$ cat config.mk
export PLATFORM = sky130hd
export DESIGN_NAME = tga_rle_pixel_decoder
export DESIGN_NICKNAME = d
export VERILOG_FILES = /design/src/tgarle_pkg.sv /design/src/tgarle_ctrl.sv /design/src/tgarle_datapath.sv /design/src/tga_rle_pixel_decoder.sv
export SDC_FILE = /design/constraint.sdc
export NUM_CORES = 1
export LEC_CHECK = 0
export ABC_CLOCK_PERIOD_IN_PS = 9400
export CORE_MARGIN = 1.5
export CORE_UTILIZATION = 65
export CTS_CLUSTER_SIZE = 8
export DETAILED_ROUTE_END_ITERATION = 8
export DONT_BUFFER_PORTS = 1
export GPL_ROUTABILITY_DRIVEN = 0
export MAX_ROUTING_LAYER = met4
export PLACE_DENSITY_LB_ADDON = 0.3
export SLEW_MARGIN = 10
export SYNTH_ARGS = -nofsm -noshare
export SYNTH_HDL_FRONTEND = slang
export SYNTH_SLANG_ARGS = --single-unit
$ cat constraint.sdc
create_clock -name aclk -period 9.4 [get_ports aclk]
set_input_delay 0 -clock aclk [delete_from_list [all_inputs] [get_ports aclk]]
set_output_delay 0 -clock aclk [all_outputs]
set_load 0.005 [all_outputs]
$ cat src/tgarle_pkg.sv
`timescale 1ns / 1ps
// ----------------------------------------------------------------------------
// TGA RLE decoder package
// Shared widths, register indexes, reset values and the control/status
// structures that join the controller and the datapath.
// ----------------------------------------------------------------------------
package tgarle_pkg;

    localparam int BYTE_W      = 8;
    localparam int WORD_W      = 16;
    localparam int ADDR_W      = 20;
    localparam int CFG_ADDR_W  = 3;
    localparam int CFG_DATA_W  = 16;
    localparam int DIM_REG_W   = 11;
    localparam int BURST_LIMIT = 64;
    localparam int BURST_W     = 7;
    localparam int COUNT_W     = 8;

    // Configuration register indexes.
    localparam logic [CFG_ADDR_W-1:0] REG_IMAGE_WIDTH      = 3'd0;
    localparam logic [CFG_ADDR_W-1:0] REG_IMAGE_HEIGHT     = 3'd1;
    localparam logic [CFG_ADDR_W-1:0] REG_FOUR_BYTE_PIXELS = 3'd2;
    localparam logic [CFG_ADDR_W-1:0] REG_FORMAT_4444      = 3'd3;
    localparam logic [CFG_ADDR_W-1:0] REG_BOTTOM_UP        = 3'd4;
    localparam logic [CFG_ADDR_W-1:0] REG_RUN_LENGTH_CODED = 3'd5;
    localparam logic [CFG_ADDR_W-1:0] REG_OPAQUE_FLAG_WORD = 3'd6;
    localparam logic [CFG_ADDR_W-1:0] REG_TRANSPARENT_WORD = 3'd7;

    // Register values after reset.
    localparam int                    RST_IMAGE_DIM        = 256;
    localparam logic                  RST_FOUR_BYTE_PIXELS = 1'b1;
    localparam logic                  RST_FORMAT_4444      = 1'b0;
    localparam logic                  RST_BOTTOM_UP        = 1'b1;
    localparam logic                  RST_RUN_LENGTH_CODED = 1'b1;
    localparam logic [WORD_W-1:0]     RST_OPAQUE_FLAG_WORD = 16'h8000;
    localparam logic [WORD_W-1:0]     RST_TRANSPARENT_WORD = 16'h07E0;

    // Packet header fields.
    localparam int HDR_RUN_BIT = 7;

    typedef enum logic {
        ST_IDLE,
        ST_EMIT
    } ctrl_state_t;

    typedef struct packed {
        logic accept;
        logic emit;
        logic last;
    } ctrl_cmd_t;

    typedef struct packed {
        logic [BURST_W-1:0] burst_count;
        logic               image_complete;
        logic               last_pixel;
        logic               out_free;
        logic               restart;
    } dp_status_t;

endpackage

$ cat src/tgarle_ctrl.sv
`timescale 1ns / 1ps
// ----------------------------------------------------------------------------
// TGA RLE decoder controller
// Accepts stream words and sequences the pixel bursts that each word causes.
// ----------------------------------------------------------------------------
module tgarle_ctrl (
    input  logic                  aclk,
    input  logic                  aresetn,
    input  logic                  s_valid,
    output logic                  s_ready,
    input  tgarle_pkg::dp_status_t status,
    output tgarle_pkg::ctrl_cmd_t  cmd
);
    import tgarle_pkg::*;

    ctrl_state_t        state_reg, state_next;
    logic [BURST_W-1:0] cnt_reg, cnt_next;

    always_ff @(posedge aclk) begin
        if (!aresetn) begin
            state_reg <= ST_IDLE;
            cnt_reg   <= '0;
        end else begin
            state_reg <= state_next;
            cnt_reg   <= cnt_next;
        end
    end

    always_comb begin
        state_next = state_reg;
        cnt_next   = cnt_reg;
        s_ready    = 1'b0;
        cmd        = '0;
        unique case (state_reg)
            ST_IDLE: begin
                s_ready    = 1'b1;
                cmd.accept = s_valid;
                if (s_valid && (status.burst_count != '0) && !status.image_complete) begin
                    state_next = ST_EMIT;
                    cnt_next   = status.burst_count;
                end
            end
            ST_EMIT: begin
                // A burst ends on its final pixel or when the image fills up.
                cmd.last = (cnt_reg == BURST_W'(1)) || status.last_pixel;
                cmd.emit = status.out_free;
                if (status.out_free) begin
                    cnt_next = cnt_reg - BURST_W'(1);
                    if (cmd.last) begin
                        state_next = ST_IDLE;
                    end
                end
            end
        endcase
        if (status.restart) begin
            state_next = ST_IDLE;
            cnt_next   = '0;
        end
    end

endmodule

$ cat src/tgarle_datapath.sv
`timescale 1ns / 1ps
// ----------------------------------------------------------------------------
// TGA RLE decoder datapath
// Configuration registers, packet parser, pixel gather and conversion,
// address counters and the output register.
// ----------------------------------------------------------------------------
module tgarle_datapath #(
    parameter int MAX_DIM = 1024
) (
    input  logic                                   aclk,
    input  logic                                   aresetn,
    input  logic                                   cfg_wr_en,
    input  logic [tgarle_pkg::CFG_ADDR_W-1:0]      cfg_addr,
    input  logic [tgarle_pkg::CFG_DATA_W-1:0]      cfg_wdata,
    input  logic [tgarle_pkg::BYTE_W-1:0]          s_data_byte,
    input  tgarle_pkg::ctrl_cmd_t                  cmd,
    output tgarle_pkg::dp_status_t                 status,
    output logic                                   m_valid,
    input  logic                                   m_ready,
    output logic [tgarle_pkg::WORD_W-1:0]          m_pixel_word,
    output logic [tgarle_pkg::ADDR_W-1:0]          m_pixel_address,
    output logic                                   m_last_of_run,
    output logic                                   m_image_done
);
    import tgarle_pkg::*;

    localparam int DIM_W   = $clog2(MAX_DIM + 1);
    localparam int CMP_W   = (DIM_W > DIM_REG_W) ? DIM_W : DIM_REG_W;
    localparam int RST_DIM = (RST_IMAGE_DIM > MAX_DIM) ? MAX_DIM : RST_IMAGE_DIM;
    localparam logic [ADDR_W-1:0] RST_BASE = ADDR_W'((RST_DIM - 1) * RST_DIM);
    localparam int PROD_W  = 2 * DIM_W;

    function automatic logic [DIM_W-1:0] clamp_dim(input logic [DIM_REG_W-1:0] v);
        logic [CMP_W-1:0] ve;
        ve = CMP_W'(v);
        if (v == '0) begin
            return DIM_W'(1);
        end
        if (ve > CMP_W'(MAX_DIM)) begin
            return DIM_W'(MAX_DIM);
        end
        return DIM_W'(v);
    endfunction

    function automatic logic [WORD_W-1:0] convert_pixel(
        input logic [31:0]       p,
        input logic              fmt4444,
        input logic [WORD_W-1:0] opaque,
        input logic [WORD_W-1:0] transp
    );
        logic [7:0] b, g, r, a;
        b = p[7:0];
        g = p[15:8];
        r = p[23:16];
        a = p[31:24];
        if (fmt4444) begin
            return {a[7:4], r[7:4], g[7:4], b[7:4]};
        end
        if (a == 8'd0) begin
            return transp;
        end
        return opaque | {1'b0, r[7:3], g[7:3], b[7:3]};
    endfunction

    // Configuration registers.
    logic [DIM_REG_W-1:0] width_reg, width_next;
    logic [DIM_REG_W-1:0] height_reg, height_next;
    logic                 four_reg, four_next;
    logic                 fmt4444_reg, fmt4444_next;
    logic                 bottom_up_reg, bottom_up_next;
    logic                 rlc_reg, rlc_next;
    logic [WORD_W-1:0]    opaque_reg, opaque_next;
    logic [WORD_W-1:0]    transp_reg, transp_next;

    // Parser and position state.
    logic                 exp_reg, exp_next;
    logic                 run_reg, run_next;
    logic [COUNT_W-1:0]   left_reg, left_next;
    logic [1:0]           bip_reg, bip_next;
    logic [31:0]          gather_reg, gather_next;
    logic [WORD_W-1:0]    emit_word_reg, emit_word_next;
    logic [DIM_W-1:0]     col_reg, row_reg;
    logic [ADDR_W-1:0]    base_reg;

    // Output register.
    logic                 m_valid_reg;
    logic [WORD_W-1:0]    m_word_reg;
    logic [ADDR_W-1:0]    m_addr_reg;
    logic                 m_last_reg;
    logic                 m_done_reg;

    logic [DIM_W-1:0]     w_dim, h_dim, w_new, h_new;
    logic [PROD_W-1:0]    base_prod;
    logic [ADDR_W-1:0]    base_restart;
    logic [BURST_W-1:0]   burst;
    logic [31:0]          g_new, g_full;
    logic [1:0]           bip1;
    logic [2:0]           need;
    logic                 complete;
    logic [BURST_W-1:0]   first;
    logic [DIM_W-1:0]     col1, row1;
    logic                 col_wrap;

    // Register writes.
    always_comb begin
        width_next     = width_reg;
        height_next    = height_reg;
        four_next      = four_reg;
        fmt4444_next   = fmt4444_reg;
        bottom_up_next = bottom_up_reg;
        rlc_next       = rlc_reg;
        opaque_next    = opaque_reg;
        transp_next    = transp_reg;
        if (cfg_wr_en) begin
            unique case (cfg_addr)
                REG_IMAGE_WIDTH:      width_next     = cfg_wdata[DIM_REG_W-1:0];
                REG_IMAGE_HEIGHT:     height_next    = cfg_wdata[DIM_REG_W-1:0];
                REG_FOUR_BYTE_PIXELS: four_next      = cfg_wdata[0];
                REG_FORMAT_4444:      fmt4444_next   = cfg_wdata[0];
                REG_BOTTOM_UP:        bottom_up_next = cfg_wdata[0];
                REG_RUN_LENGTH_CODED: rlc_next       = cfg_wdata[0];
                REG_OPAQUE_FLAG_WORD: opaque_next    = cfg_wdata;
                REG_TRANSPARENT_WORD: transp_next    = cfg_wdata;
            endcase
        end
    end

    assign w_dim        = clamp_dim(width_reg);
    assign h_dim        = clamp_dim(height_reg);
    assign w_new        = clamp_dim(width_next);
    assign h_new        = clamp_dim(height_next);
    assign base_prod    = (h_new - DIM_W'(1)) * w_new;
    assign base_restart = bottom_up_next ? ADDR_W'(base_prod) : '0;

    // Packet parser and pixel gather for the offered byte.
    always_comb begin
        g_new    = gather_reg | (32'(s_data_byte) << {bip_reg, 3'b000});
        bip1     = bip_reg + 2'd1;
        need     = four_reg ? 3'd4 : 3'd3;
        complete = ({1'b0, bip1} >= need) || (bip1 == 2'd0);
        g_full   = four_reg ? g_new : (g_new | 32'hFF00_0000);
        first    = (left_reg > COUNT_W'(BURST_LIMIT)) ? BURST_W'(BURST_LIMIT)
                                                        : left_reg[BURST_W-1:0];

        exp_next       = exp_reg;
        run_next       = run_reg;
        left_next      = left_reg;
        bip_next       = bip_reg;
        gather_next    = gather_reg;
        emit_word_next = emit_word_reg;
        burst          = '0;

        if (rlc_reg && exp_reg) begin
            // Header byte: flush what is left of a long run first.
            if (run_reg && (left_reg != '0)) begin
                burst = first;
            end
            emit_word_next = convert_pixel(gather_reg, fmt4444_reg, opaque_reg, transp_reg);
            run_next       = s_data_byte[HDR_RUN_BIT];
            left_next      = {1'b0, s_data_byte[HDR_RUN_BIT-1:0]} + COUNT_W'(1);
            exp_next       = 1'b0;
            bip_next       = '0;
            gather_next    = '0;
        end else if (!complete) begin
            gather_next = g_new;
            bip_next    = bip1;
        end else begin
            bip_next       = '0;
            emit_word_next = convert_pixel(g_full, fmt4444_reg, opaque_reg, transp_reg);
            if (!rlc_reg) begin
                burst = BURST_W'(1);
            end else if (run_reg) begin
                burst     = first;
                left_next = left_reg - COUNT_W'(first);
                exp_next  = 1'b1;
            end else begin
                burst = BURST_W'(1);
                if (left_reg != '0) begin
                    left_next = left_reg - COUNT_W'(1);
                end
                if (left_next == '0) begin
                    exp_next = 1'b1;
                end
            end
            // A run longer than one burst keeps its pixel for the next header.
            if (rlc_reg && run_reg && exp_next && (left_next != '0)) begin
                gather_next = g_full;
            end else begin
                gather_next = '0;
            end
        end
    end

    assign col1     = col_reg + DIM_W'(1);
    assign row1     = row_reg + DIM_W'(1);
    assign col_wrap = (col1 >= w_dim);

    always_ff @(posedge aclk) begin
        if (!aresetn) begin
            width_reg     <= DIM_REG_W'(RST_IMAGE_DIM);
            height_reg    <= DIM_REG_W'(RST_IMAGE_DIM);
            four_reg      <= RST_FOUR_BYTE_PIXELS;
            fmt4444_reg   <= RST_FORMAT_4444;
            bottom_up_reg <= RST_BOTTOM_UP;
            rlc_reg       <= RST_RUN_LENGTH_CODED;
            opaque_reg    <= RST_OPAQUE_FLAG_WORD;
            transp_reg    <= RST_TRANSPARENT_WORD;
            exp_reg       <= RST_RUN_LENGTH_CODED;
            run_reg       <= 1'b0;
            left_reg      <= '0;
            bip_reg       <= '0;
            gather_reg    <= '0;
            col_reg       <= '0;
            row_reg       <= '0;
            base_reg      <= RST_BOTTOM_UP ? RST_BASE : '0;
            m_valid_reg   <= 1'b0;
        end else begin
            width_reg     <= width_next;
            height_reg    <= height_next;
            four_reg      <= four_next;
            fmt4444_reg   <= fmt4444_next;
            bottom_up_reg <= bottom_up_next;
            rlc_reg       <= rlc_next;
            opaque_reg    <= opaque_next;
            transp_reg    <= transp_next;

            if (cmd.emit) begin
                m_valid_reg <= 1'b1;
            end else if (m_ready) begin
                m_valid_reg <= 1'b0;
            end

            if (cfg_wr_en) begin
                exp_reg    <= rlc_next;
                run_reg    <= 1'b0;
                left_reg   <= '0;
                bip_reg    <= '0;
                gather_reg <= '0;
                col_reg    <= '0;
                row_reg    <= '0;
                base_reg   <= base_restart;
            end else begin
                if (cmd.accept) begin
                    exp_reg    <= exp_next;
                    run_reg    <= run_next;
                    left_reg   <= left_next;
                    bip_reg    <= bip_next;
                    gather_reg <= gather_next;
                end
                if (cmd.emit) begin
                    if (col_wrap) begin
                        col_reg <= '0;
                        row_reg <= row1;
                        if (row1 < h_dim) begin
                            base_reg <= bottom_up_reg ? (base_reg - ADDR_W'(w_dim))
                                                      : (base_reg + ADDR_W'(w_dim));
                        end
                    end else begin
                        col_reg <= col1;
                    end
                end
            end
        end
    end

    always_ff @(posedge aclk) begin
        if (cmd.accept) begin
            emit_word_reg <= emit_word_next;
        end
        if (cmd.emit) begin
            m_word_reg <= emit_word_reg;
            m_addr_reg <= base_reg + ADDR_W'(col_reg);
            m_last_reg <= cmd.last;
            m_done_reg <= col_wrap && (row1 >= h_dim);
        end
    end

    assign status.burst_count    = burst;
    assign status.image_complete = (row_reg >= h_dim);
    assign status.last_pixel     = col_wrap && (row1 >= h_dim);
    assign status.out_free       = !m_valid_reg || m_ready;
    assign status.restart        = cfg_wr_en;

    assign m_valid         = m_valid_reg;
    assign m_pixel_word    = m_word_reg;
    assign m_pixel_address = m_addr_reg;
    assign m_last_of_run   = m_last_reg;
    assign m_image_done    = m_done_reg;

endmodule

$ cat src/tga_rle_pixel_decoder.sv
`timescale 1ns / 1ps
// ----------------------------------------------------------------------------
// TGA RLE pixel decoder
// Decodes the pixel stream of a TGA image into 16-bit pixels with addresses.
// ----------------------------------------------------------------------------
// Usage:
// The s_ channel carries the image data one byte per word. The header is
// parsed by software and written through the cfg_ port (index, 16-bit data,
// write enable); every write restarts decoding of the image. Writes must
// only happen while the block is idle.
// The m_ channel returns one word per decoded pixel: the 4444 or 1555 value,
// its address (rows mirrored when bottom_up is set), a flag on the last pixel
// produced by one input byte, and a flag on the final pixel of the image.
// Timing: an input byte is taken while the controller is idle. A byte that completes a pixel
// or flushes a long run then emits its pixels one per cycle while the receiver takes
// them, up to 64; the controller first moves to its emit state, then the output
// register is loaded with the first one. No new byte is taken until the burst is done.
// The single output register paces the burst.
// If the receiver stalls, the burst holds and s_ready stays low until it is
// done. Reset loads the default registers (256x256, BGRA, 1555, bottom-up,
// run-length coded) and clears the image position.
// ----------------------------------------------------------------------------
module tga_rle_pixel_decoder #(
    parameter int MAX_DIM = 1024
) (
    input  logic                              aclk,
    input  logic                              aresetn,
    input  logic                              cfg_wr_en,
    input  logic [tgarle_pkg::CFG_ADDR_W-1:0] cfg_addr,
    input  logic [tgarle_pkg::CFG_DATA_W-1:0] cfg_wdata,
    input  logic                              s_valid,
    output logic                              s_ready,
    input  logic [tgarle_pkg::BYTE_W-1:0]     s_data_byte,
    output logic                              m_valid,
    input  logic                              m_ready,
    output logic [tgarle_pkg::WORD_W-1:0]     m_pixel_word,
    output logic [tgarle_pkg::ADDR_W-1:0]     m_pixel_address,
    output logic                              m_last_of_run,
    output logic                              m_image_done
);
    import tgarle_pkg::*;

    // Commands from the controller and status back from the datapath.
    ctrl_cmd_t  cmd;
    dp_status_t status;

    // The controller owns the input handshake and counts out each burst.
    tgarle_ctrl u_ctrl (
        .aclk    (aclk),
        .aresetn (aresetn),
        .s_valid (s_valid),
        .s_ready (s_ready),
        .status  (status),
        .cmd     (cmd)
    );

    // The datapath parses packets, converts pixels, tracks the image
    // position and holds the output register.
    tgarle_datapath #(
        .MAX_DIM (MAX_DIM)
    ) u_datapath (
        .aclk            (aclk),
        .aresetn         (aresetn),
        .cfg_wr_en       (cfg_wr_en),
        .cfg_addr        (cfg_addr),
        .cfg_wdata       (cfg_wdata),
        .s_data_byte     (s_data_byte),
        .cmd             (cmd),
        .status          (status),
        .m_valid         (m_valid),
        .m_ready         (m_ready),
        .m_pixel_word    (m_pixel_word),
        .m_pixel_address (m_pixel_address),
        .m_last_of_run   (m_last_of_run),
        .m_image_done    (m_image_done)
    );

endmodule
==> run_results.csv <==
group,metric,value,unit
status,status,"completed",
logic_synthesis,synthArstFlopShare,0,
logic_synthesis,synth_edf_count,54,
cts,root_buffer,"clkbuf_16",
die,dieArea,0.0272,mm2
setup_path,cpPeakStageDelay,0.71,ns
power,power_density,177,mW/mm2
logic_synthesis,synth.distinct_cells,82,
finish,drive_above_1_share,0.0450,
finish,fillCellCount,1941,
routing,first_iter_violations,1654,
finish,largest_reg_flops,23,
worst_hold_path,hold_depth,4,
cts,cts_resized,0,
sta,finalClockSkew,0.0153,ns
routing,wl_per_cell,18.9,um
sta,tns,0,ns
worst_hold_path,hold_class,"in2reg",
place,placement.io_buffers,0,
global_route,first_global_vias,14500,
global_route,antenna_found_initial,1,
global_route,grt_overflow,0,
worst_hold_path,hold_path_end,"u_datapath.left_reg[6]",
power,p_sw_frac,0.406,
setup_path,slowest_stage,"o32ai_2",
setup_path,critPathKind,"reg2reg",
logic_synthesis,ys_warn_count,0,
global_route,grt_first_pass_wirelength,72900,um
global_route,grt_max_degree,81,
sta,rsz0062_at_grt,"false",
power,switching_power,0.00131,W
sta,slew_violations,0,
sta,setup_slack,1.10,ns
logic_synthesis,syn_inst,2064,
global_route,grt_usage,0.349,
sta,whs,0.0152,ns
power,ir_drop,0.439,mV
sta,period_share,0.883,
finish,layout_commonest_cell,"nand2_1",
setup_path,r2r-end,"u_datapath.base_reg[17]",
routing,drtPass1Iterations,9,
setup_path,worstPathMaxFanout,11,
die,io_pins,72,
routing,via_per_inst,6.33,
die,row_count,59,
die,die_h,165,um
die,core_region_area,0.0259,mm2
flow_run,drv_cap,0,
setup_path,r2r-start,"u_datapath.height_reg[6]",
routing,antenna_left,0,
setup_path,start_kind,"flip-flop",
power,power.share.clock,0.250,
cts,hold_buffers,39,
finish,syn_to_final_growth,7.08,%
power,leakage,7.62,nW
setup_path,cp.required,9.79,ns
sta,min_period,8.30,ns
setup_path,crit_path_end_kind,"flip-flop",
cts,cts_setup_buffers,0,
cts,tritoncts,"yes",
die,initial_core_util,0.658,
cts,htreeDepth,4,
setup_path,worst_r2r_path_depth,28,
place,place_ws,1.20,ns
sta,hold_violations,0,
place,dp_hpwl,32500,um
setup_path,path_common_cell,"fa_1",
logic_synthesis,seq_area_frac_synth,0.264,
power,seq_power_share,0.299,
logic_synthesis,synth_ff_type,"dfxtp_1",
logic_synthesis,syn_area,0.0171,mm2
logic_synthesis,ys_seq_elements,198,
die,die_w,165,um
worst_hold_path,min_from,"s_data_byte[6]",
sta,worstMarginPinSlew,1.14,ns
setup_path,worst-r2r-setup-slack,1.10,ns
setup_path,cp.arrival,8.69,ns
power,combPwrFrac,0.451,
cts,clock_path_buffers,2,
sta,max_slew_margin,0.236,
cts,clk_pin_slew,0.09,ns
sta,finalSetupViolations,0,
finish,final_nets,2310,
sta,max_freq,121,MHz
routing,remaining_drc_errors,0,
logic_synthesis,synth_area_per_cell,8.27,um2
cts,cts_buffers,17,
power,power,0.00323,W
finish,layout_common_cells,"277 x nand2_1, 179 x nor2_1, 177 x inv_1",
routing,wl,45400,um
routing,route.vias.total,15200,
cts,cts.sinks,198,
power,intPower,0.00192,W
cts,insertion_delay,0.46,ns
stage by stage:
step / util / instance area [um2] / std cells
final: 0.705 / 18300 / 2403
after global routing: 0.705 / 18300 / 2403
after CTS: 0.705 / 18300 / 2402
after detailed placement: 0.664 / 17200 / 2331
after global placement: 0.664 / 17200 / 2331
after floorplan: - / 17200 / 2090
worst max-delay path, delay by kind of cell, from the launching register on:
family / cells / cell delay [ns]
fa+ha+maj: 7 / 3.23
compound gates: 9 / 2.69
simple gates: 7 / 1.44
buf+inv: 4 / 0.35
flops: 1 / 0.34
xor+xnor: 1 / 0.17
final cells by class:
type | count | area (um2) | area share
Tap cell | 335 | 419 | 0.0229
Clock inverter | 15 | 219 | 0.0120
Clock buffer | 17 | 425 | 0.0233
Sequential cell | 198 | 4500 | 0.247
Antenna cell | 1 | 2.50 | 0.000137
Inverter | 181 | 679 | 0.0372
Timing Repair Buffer | 51 | 498 | 0.0273
Multi-Input combinational cell | 1605 | 11500 | 0.631
power by group through the flow:
stage,registers [W],logic (W),clock network [W]
after global routing,0.000967,0.00164,0.000837
after CTS,0.000962,0.00146,0.000802
after global placement,0.000980,0.00139,0
after detailed placement,0.000982,0.00141,0
after floorplan,0.000957,0.00112,0
final,0.000964,0.00146,0.000807
metal layers:
metal,vias to the layer above,wire length (um),global-route usage,share of wire
met5,-,0,-,0
met4,0,2230,0.172,0.049
met3,193,3840,0.0585,0.084
met2,779,21900,0.567,0.48
met1,7191,17500,0.421,0.38
li1,7050,-,-,-
worst max path at each step:
stage                               to                     start  cells after the start
6_report       u_datapath.base_reg[17]  u_datapath.height_reg[6]                     28
5_1_grt        u_datapath.base_reg[17]  u_datapath.height_reg[6]                     28
4_1_cts        u_datapath.base_reg[17]  u_datapath.height_reg[6]                     28
3_5_place_dp   u_datapath.base_reg[19]  u_datapath.height_reg[6]                     27
3_3_place_gp   u_datapath.base_reg[19]  u_datapath.height_reg[6]                     27
2_1_floorplan  u_datapath.base_reg[17]  u_datapath.height_reg[6]                     29
cell usage after synthesis (all sizes together), types with 33 or more instances:
| library cell | n | share of area |
|---|---|---|
| nand3 | 35 | 0.010 |
| ha | 114 | 0.084 |
| nor3 | 59 | 0.018 |
| dfxtp | 144 | 0.17 |
| nand2 | 277 | 0.061 |
| a21boi | 45 | 0.020 |
| a211oi | 33 | 0.015 |
| clkbuf | 88 | 0.019 |
| xor2 | 49 | 0.025 |
| nor2b | 41 | 0.015 |
| nor2 | 201 | 0.048 |
| fa | 110 | 0.13 |
| inv | 178 | 0.039 |
| xnor2 | 53 | 0.027 |
| a21oi | 149 | 0.044 |
| edfxtp | 54 | 0.095 |
| o21ai | 94 | 0.028 |
cell families after synthesis:
logic type,Yosys count,share of synthesized area
buf+inv,287,0.0667
simple gates,737,0.200
fa+ha+maj,224,0.213
flops,198,0.264
xor+xnor,102,0.0524
compound gates,483,0.185
mux,31,0.0183
other cells,2,0.000440
(Power assumes the default switching activity.)
